===== src/rtl/wrg_pkg.sv =====
`timescale 1ns / 1ps

package wrg_pkg;

    localparam int WORD_W     = 32;
    localparam int SEED_W     = 64;
    localparam int POOL_DEPTH = 16;
    localparam int WARMUP_W   = 7;

    localparam logic [SEED_W-1:0] SEED_MIX    = 64'h0102_0304_0506_0708;
    localparam logic [WORD_W-1:0] TEMPER_MASK = 32'hDA44_2D24;
    localparam logic [WARMUP_W-1:0] WARMUP_LAST = 7'd127;

    localparam logic [1:0] CMD_RESEED = 2'd0;
    localparam logic [1:0] CMD_RAW    = 2'd1;
    localparam logic [1:0] CMD_RANGED = 2'd2;

    localparam logic [1:0] STATUS_OK         = 2'd0;
    localparam logic [1:0] STATUS_UNSEEDED   = 2'd1;
    localparam logic [1:0] STATUS_ZERO_RANGE = 2'd2;

    // pool word 0 is always the word at the current position
    typedef logic [POOL_DEPTH-1:0][WORD_W-1:0] pool_t;

    function automatic pool_t well512_step(input pool_t cur);
        logic [WORD_W-1:0] a;
        logic [WORD_W-1:0] c13;
        logic [WORD_W-1:0] b;
        logic [WORD_W-1:0] c9;
        logic [WORD_W-1:0] c;
        logic [WORD_W-1:0] an;
        logic [WORD_W-1:0] d;
        logic [WORD_W-1:0] a15;
        pool_t             nxt;
        a   = cur[0];
        c13 = cur[13];
        b   = a ^ c13 ^ (a << 16) ^ (c13 << 15);
        c9  = cur[9];
        c   = c9 ^ (c9 >> 11);
        an  = b ^ c;
        d   = an ^ ((an << 5) & TEMPER_MASK);
        a15 = cur[15];
        for (int k = 2; k < POOL_DEPTH; k++) begin
            nxt[k] = cur[k-1];
        end
        nxt[1] = an;
        nxt[0] = a15 ^ b ^ d ^ (a15 << 2) ^ (b << 18) ^ (c << 28);
        return nxt;
    endfunction

endpackage


===== src/rtl/well512_random_generator.sv =====
`timescale 1ns / 1ps
// Reseed runs 128 warm-up steps, one per cycle. A ranged draw runs a remainder pass of the
// bit-serial divider, draws one word per cycle until one is accepted, then runs a second pass.
// Error and unused commands go straight from idle to the done state.
// One item at a time; the output register lets the next item in while a result waits.
// Reset (aresetn low, synchronous) clears the seed, the pool and the seeded flag.
module well512_random_generator
    import wrg_pkg::*;
(
    input  logic                     aclk,
    input  logic                     aresetn,
    input  logic                     cfg_valid,
    output logic                     cfg_ready,
    input  logic [SEED_W-1:0]        cfg_seed,
    input  logic                     s_valid,
    output logic                     s_ready,
    input  logic [1:0]               s_cmd,
    input  logic [WORD_W-1:0]        s_range,
    input  logic signed [WORD_W-1:0] s_min_value,
    output logic                     m_valid,
    input  logic                     m_ready,
    output logic [WORD_W-1:0]        m_value,
    output logic signed [WORD_W-1:0] m_offset_value,
    output logic [1:0]               m_status
);

    typedef enum logic [2:0] {
        ST_IDLE,
        ST_WARMUP,
        ST_DIV_MAX,
        ST_DRAW,
        ST_DIV_MOD,
        ST_DONE
    } state_t;

    state_t                   state_reg, state_next;
    logic [SEED_W-1:0]        seed_reg, seed_next;
    pool_t                    pool_reg, pool_next;
    logic                     seeded_reg, seeded_next;
    logic [WARMUP_W-1:0]      warm_cnt_reg, warm_cnt_next;
    logic [1:0]               cmd_reg, cmd_next;
    logic [WORD_W-1:0]        range_reg, range_next;
    logic signed [WORD_W-1:0] minv_reg, minv_next;
    logic [WORD_W-1:0]        maxv_reg, maxv_next;
    logic [WORD_W-1:0]        res_value_reg, res_value_next;
    logic [1:0]               res_status_reg, res_status_next;
    logic                     m_valid_reg, m_valid_next;
    logic [WORD_W-1:0]        m_value_reg, m_value_next;
    logic signed [WORD_W-1:0] m_offset_reg, m_offset_next;
    logic [1:0]               m_status_reg, m_status_next;

    pool_t             pool_step;
    logic [SEED_W-1:0] mixed;
    logic              div_start;
    logic [WORD_W-1:0] div_dividend;
    logic              div_busy;
    logic              div_done;
    logic [WORD_W-1:0] div_rem;
    logic              accept;
    logic              out_free;

    assign pool_step = well512_step(pool_reg);
    assign mixed     = seed_reg | SEED_MIX;
    assign accept    = s_valid && s_ready;
    assign out_free  = !m_valid_reg || m_ready;
    assign s_ready   = (state_reg == ST_IDLE);
    assign cfg_ready = 1'b1;

    wrg_divider u_divider (
        .aclk      (aclk),
        .aresetn   (aresetn),
        .start     (div_start),
        .dividend  (div_dividend),
        .divisor   (range_reg),
        .busy      (div_busy),
        .done      (div_done),
        .remainder (div_rem)
    );

    always_comb begin
        state_next      = state_reg;
        seed_next       = seed_reg;
        pool_next       = pool_reg;
        seeded_next     = seeded_reg;
        warm_cnt_next   = warm_cnt_reg;
        cmd_next        = cmd_reg;
        range_next      = range_reg;
        minv_next       = minv_reg;
        maxv_next       = maxv_reg;
        res_value_next  = res_value_reg;
        res_status_next = res_status_reg;
        m_valid_next    = m_valid_reg && !m_ready;
        m_value_next    = m_value_reg;
        m_offset_next   = m_offset_reg;
        m_status_next   = m_status_reg;
        div_start       = 1'b0;
        div_dividend    = pool_step[0];

        if (cfg_valid && cfg_ready) begin
            seed_next = cfg_seed;
        end

        case (state_reg)
            ST_IDLE: begin
                div_dividend = '1;
                if (accept) begin
                    cmd_next        = s_cmd;
                    range_next      = s_range;
                    minv_next       = s_min_value;
                    res_value_next  = '0;
                    res_status_next = STATUS_OK;
                    state_next      = ST_DONE;
                    case (s_cmd)
                        CMD_RESEED: begin
                            for (int k = 0; k < POOL_DEPTH; k += 2) begin
                                pool_next[k]   = mixed[WORD_W-1:0];
                                pool_next[k+1] = mixed[SEED_W-1:WORD_W];
                            end
                            seeded_next   = 1'b1;
                            warm_cnt_next = '0;
                            state_next    = ST_WARMUP;
                        end
                        CMD_RAW: begin
                            if (!seeded_reg) begin
                                res_status_next = STATUS_UNSEEDED;
                            end else begin
                                pool_next      = pool_step;
                                res_value_next = pool_step[0];
                            end
                        end
                        CMD_RANGED: begin
                            if (!seeded_reg) begin
                                res_status_next = STATUS_UNSEEDED;
                            end else if (s_range == '0) begin
                                res_status_next = STATUS_ZERO_RANGE;
                            end else begin
                                range_next = s_range;
                                state_next = ST_DIV_MAX;
                            end
                        end
                        default: begin
                        end
                    endcase
                end
            end
            ST_WARMUP: begin
                pool_next     = pool_step;
                warm_cnt_next = warm_cnt_reg + 1'b1;
                if (warm_cnt_reg == WARMUP_LAST) begin
                    state_next = ST_DONE;
                end
            end
            ST_DIV_MAX: begin
                div_dividend = '1;
                div_start    = !div_busy && !div_done;
                if (div_done) begin
                    // range * floor(all-ones / range) = all-ones - remainder
                    maxv_next  = ~div_rem;
                    state_next = ST_DRAW;
                end
            end
            ST_DRAW: begin
                pool_next = pool_step;
                if (pool_step[0] <= maxv_reg) begin
                    div_start  = 1'b1;
                    state_next = ST_DIV_MOD;
                end
            end
            ST_DIV_MOD: begin
                if (div_done) begin
                    res_value_next = div_rem;
                    state_next     = ST_DONE;
                end
            end
            ST_DONE: begin
                if (out_free) begin
                    m_valid_next  = 1'b1;
                    m_value_next  = res_value_reg;
                    m_status_next = res_status_reg;
                    if ((cmd_reg == CMD_RAW || cmd_reg == CMD_RANGED)
                            && res_status_reg == STATUS_OK) begin
                        m_offset_next = minv_reg + $signed(res_value_reg);
                    end else begin
                        m_offset_next = '0;
                    end
                    state_next = ST_IDLE;
                end
            end
            default: begin
                state_next = ST_IDLE;
            end
        endcase
    end

    always_ff @(posedge aclk) begin
        if (!aresetn) begin
            state_reg    <= ST_IDLE;
            seed_reg     <= '0;
            pool_reg     <= '0;
            seeded_reg   <= 1'b0;
            warm_cnt_reg <= '0;
            m_valid_reg  <= 1'b0;
        end else begin
            state_reg    <= state_next;
            seed_reg     <= seed_next;
            pool_reg     <= pool_next;
            seeded_reg   <= seeded_next;
            warm_cnt_reg <= warm_cnt_next;
            m_valid_reg  <= m_valid_next;
        end
        cmd_reg        <= cmd_next;
        range_reg      <= range_next;
        minv_reg       <= minv_next;
        maxv_reg       <= maxv_next;
        res_value_reg  <= res_value_next;
        res_status_reg <= res_status_next;
        m_value_reg    <= m_value_next;
        m_offset_reg   <= m_offset_next;
        m_status_reg   <= m_status_next;
    end

    assign m_valid        = m_valid_reg;
    assign m_value        = m_value_reg;
    assign m_offset_value = m_offset_reg;
    assign m_status       = m_status_reg;

    a_div_start_state: assert property (@(posedge aclk) disable iff (!aresetn)
        div_start |-> (state_reg == ST_DIV_MAX || state_reg == ST_DRAW))
        else $error("divider started outside a ranged draw");

    a_div_done_state: assert property (@(posedge aclk) disable iff (!aresetn)
        div_done |-> (state_reg == ST_DIV_MAX || state_reg == ST_DIV_MOD))
        else $error("divider finished with nobody waiting");

    a_idle_div_quiet: assert property (@(posedge aclk) disable iff (!aresetn)
        s_ready |-> !div_busy)
        else $error("divider busy while accepting an item");

    a_done_loads: assert property (@(posedge aclk) disable iff (!aresetn)
        (state_reg == ST_DONE && out_free) |=> (m_valid && state_reg == ST_IDLE))
        else $error("result not presented");

    a_error_zero: assert property (@(posedge aclk) disable iff (!aresetn)
        (m_valid && m_status != STATUS_OK) |-> (m_value == '0 && m_offset_value == '0))
        else $error("error item carries a nonzero value");

endmodule


===== src/rtl/wrg_divider.sv =====
`timescale 1ns / 1ps

module wrg_divider
    import wrg_pkg::*;
(
    input  logic              aclk,
    input  logic              aresetn,
    input  logic              start,
    input  logic [WORD_W-1:0] dividend,
    input  logic [WORD_W-1:0] divisor,
    output logic              busy,
    output logic              done,
    output logic [WORD_W-1:0] remainder
);

    localparam int CNT_W = $clog2(WORD_W);
    localparam logic [CNT_W-1:0] CNT_LAST = CNT_W'(WORD_W - 1);

    logic              active_reg, active_next;
    logic              done_reg, done_next;
    logic [CNT_W-1:0]  cnt_reg, cnt_next;
    logic [WORD_W-1:0] rem_reg, rem_next;
    logic [WORD_W-1:0] dvd_reg, dvd_next;
    logic [WORD_W-1:0] dvs_reg, dvs_next;
    logic [WORD_W:0]   trial;

    always_comb begin
        active_next = active_reg;
        done_next   = 1'b0;
        cnt_next    = cnt_reg;
        rem_next    = rem_reg;
        dvd_next    = dvd_reg;
        dvs_next    = dvs_reg;
        trial       = {rem_reg, dvd_reg[WORD_W-1]};
        if (start) begin
            active_next = 1'b1;
            cnt_next    = '0;
            rem_next    = '0;
            dvd_next    = dividend;
            dvs_next    = divisor;
        end else if (active_reg) begin
            if (trial >= {1'b0, dvs_reg}) begin
                rem_next = WORD_W'(trial - {1'b0, dvs_reg});
            end else begin
                rem_next = trial[WORD_W-1:0];
            end
            dvd_next = {dvd_reg[WORD_W-2:0], 1'b0};
            cnt_next = cnt_reg + 1'b1;
            if (cnt_reg == CNT_LAST) begin
                active_next = 1'b0;
                done_next   = 1'b1;
            end
        end
    end

    always_ff @(posedge aclk) begin
        if (!aresetn) begin
            active_reg <= 1'b0;
            done_reg   <= 1'b0;
            cnt_reg    <= '0;
        end else begin
            active_reg <= active_next;
            done_reg   <= done_next;
            cnt_reg    <= cnt_next;
        end
        rem_reg <= rem_next;
        dvd_reg <= dvd_next;
        dvs_reg <= dvs_next;
    end

    assign busy      = active_reg;
    assign done      = done_reg;
    assign remainder = rem_reg;

endmodule


===== config.mk =====
export PLATFORM = sky130hd
export DESIGN_NAME = well512_random_generator
export DESIGN_NICKNAME = d
export VERILOG_FILES = /design/src/rtl/wrg_pkg.sv /design/src/rtl/well512_random_generator.sv /design/src/rtl/wrg_divider.sv
export SDC_FILE = /design/constraint.sdc
export NUM_CORES = 2
export LEC_CHECK = 0
export BUFFER_PORTS_ARGS = -buffer_cell sky130_fd_sc_hd__buf_2
export CAP_MARGIN = 20
export CORE_MARGIN = 2
export CORE_UTILIZATION = 60
export DETAILED_ROUTE_END_ITERATION = 10
export MAX_ROUTING_LAYER = met4
export PLACE_DENSITY_LB_ADDON = 0.25
export SYNTH_ARGS = -nofsm -noshare
export SYNTH_HDL_FRONTEND = slang
export SYNTH_SLANG_ARGS = --single-unit
export TNS_END_PERCENT = 1

===== constraint.sdc =====
create_clock -name aclk -period 11.2 [get_ports aclk]
set_clock_uncertainty 0.05 [all_clocks]
set_input_delay 1.68 -clock aclk [delete_from_list [all_inputs] [get_ports aclk]]
set_output_delay 1.68 -clock aclk [all_outputs]
set_load 0.01 [all_outputs]

==> run metrics <==
slew margin rel. 0.2325; worst path required time 11.40 ns; largest fanout on the critical path 47; MaxCap Viol Count 0; vias 30660; final setup vio count 0; total CTS buffers 87; clock sinks 876; DIE WIDTH 258.8 um; Mapped Area 0.03895 mm2; CP Launch Type flip-flop; fin crit share 0.4637; Fin. Hold Viols 0; ys flop type dfxtp_1; FFs w/ async S/R, synth 0; FMAX 192.6 MHz; Post-Synthesis Cells 4139; mean number of vias per cell 6.055; Hold Path Depth 0; overall global routing resource usage 0.2961; post-synth net total 4377; FF+latch count, synth 876; DRC violations left 0; first-pass GRT wire length 154.2 mm; Final GP Congestion 0.9480; Overflow after GRT 0; syn avg cell area 9.411 um2; placed cell areas 0.04007 mm2; Filler cells 5043; Multi-input gate area 0.01703 mm2; CP Capture Type flip-flop; EDFF count, synth 262; layout cell share with drive strength beyond 1 0.09872; post-CTS sizing 0; largest net degree at the start of global routing 224; Placement Rows 93; CTS tree done; I/O pin total 204; top-area cell type share of the netlist area 0.3156; crit path launch pool_reg[301]$_SDFFE_PN0P_; vias in the first global route 27670; part of the power in registers 0.340; drt wl/cell 19.42 um; placed insts 4902; Seq/Total Area, Yosys 0.5176; Largest register FFs 512; Lkg Pwr 16.29 nW; worst hold path class flip-flop to flip-flop; Post CTS Setup Buffer Count 0; First-pass DRT Iterations 6; Power Internal 8.473 mW; cell count of the worst reg-to-reg path 13; CTS Buffer Depth 3; core area 0.06435 mm2; Placement Setup Slack 5.923 ns; CTS clk-pin slew, worst paths 0.06 ns; RSZ-0062 raised after global routing false; P_sw 6.313 mW; Slew Limit Fails 0; DIE AREA 0.06697 mm2; initial antenna violation count 6; CTS Root Buffer Type clkbuf_16; PortBufs 189; Cell variety after synth 87; HP Start range_reg[26]$_DFFE_PP_; most frequent cells in the layout dfxtp_1, nor2_1, nor3_1; Final Instance Area 0.04297 mm2; worst r2r src pool_reg[301]$_SDFFE_PN0P_; Combinational Power Share 0.462; crit path DAT 5.40 ns; hold_buf cts 0; DR iter-0 viols 3545; most area-consuming cells after synthesis dfxtp_1, edfxtp_1, nor3_1, a211oi_1, nor2_1; maximum VDD drop 0.0004036 V; initial core utilization 0.6053; critical path type flip-flop to flip-flop; most common cell after layout, fill and taps aside dfxtp_1; YS warnings 0; Clock Latency Late Sink 0.66 ns; Clk pwr share 0.198; Slew @ Worst Pin 1.151 ns; Layout area overhead 10.33%; Routed Wire Length 98.33 mm; outcome finished clean; Final min period 5.193 ns; Register Area 0.02016 mm2; P per Cell Area 344.1 mW/mm2; H-tree Lvls 3; PnR Total Power 14.79 mW; hpwl dp 64.53 mm; Non-Filler Instances 5063; setup TNS 0 ns; Die Ht 258.8 um; switch share 0.4270; post-synth top area cell dfxtp_1; setup ws final 6.007 ns; final net count 4375; Antenna Violating Nets Remaining 0
-- cell usage after synthesis, types with 88 or more instances --
cell,count
edfxtp_1,262
nand3_1,88
nand2_1,172
clkbuf_1,187
a21oi_1,158
nor3_1,527
a211oi_1,305
xnor2_1,191
buf_2,97
dfxtp_1,614
inv_1,120
nor2_1,610
ha_1,101
-- routing by layer --
metal / routed length [um] / up-vias / track usage / share of wire
li1: - / 14740 / - / -
met5: 0 / - / - / 0
met2: 44440 / 1082 / 0.4370 / 0.45
met3: 7337 / 161 / 0.04421 / 0.075
met4: 2336 / 0 / 0.08558 / 0.024
met1: 44210 / 14680 / 0.4235 / 0.45
-- kinds of logic after synthesis --
| kind of cell | count (synthesis) | synth area share |
|---|---|---|
| buffers and inverters | 450 | 0.04699 |
| AO/OA/AOI/OAI | 811 | 0.1419 |
| AND/OR/NAND/NOR | 1574 | 0.1848 |
| multiplexers | 72 | 0.01853 |
| flip-flops | 876 | 0.5176 |
| adder cells (fa/ha/maj) | 103 | 0.03347 |
| other | 1 | 0.00009627 |
| XOR/XNOR | 252 | 0.05666 |
-- final cells by class --
| cell class | instances | area share |
|---|---|---|
| tap | 855 | 0.02489 |
| multi-input combinational | 2813 | 0.3963 |
| sequential | 876 | 0.4691 |
| antenna | 4 | 0.0002329 |
| clock inverter | 40 | 0.008764 |
| inverter | 122 | 0.01083 |
| clock buffer | 116 | 0.05788 |
| timing repair buffer | 237 | 0.03197 |
-- through the flow --
step,hold slack [ns],util
5_1_grt,0.3735,0.6678
3_3_place_gp,0.3518,0.6227
6_report,0.3649,0.6678
2_1_floorplan,0.3503,-
3_5_place_dp,0.3545,0.6227
4_1_cts,0.3655,0.6673
-- power groups by stage --
stage                     registers [mW]  clock network, mW  logic [mW]
final                               5.03               2.92        6.84
after global routing                5.13               3.08        7.48
after CTS                           5.01               2.95        6.76
after detailed placement            5.07                  0        6.70
after global placement              5.04                  0        6.58
after floorplan                     4.80                  0        4.90
-- critical path, cell delays in order (launching register included) --
cell and delay (ns):
dfxtp_1 0.43, xor2_1 0.50, xor2_1 0.45, xnor2_1 0.16
xnor2_1 0.71, ha_1 0.38, nand4_1 0.16, a211oi_1 0.09
nor3_2 0.34, a31oi_4 0.20, a31oi_1 0.26, nor2_2 0.04
buf_4 0.22, inv_2 0.78
-- path summary, 6_finish.rpt --
kind	to	slack, ns
hold / removal	u_divider.dvs_reg[26]$_DFFE_PP_	0.36
hold reg to reg	u_divider.dvs_reg[26]$_DFFE_PP_	0.36
setup / recovery	u_divider.dvd_reg[20]$_DFFE_PP_	6.01
setup reg to reg	u_divider.dvd_reg[20]$_DFFE_PP_	6.01
Power figures use the tool's default switching activity.
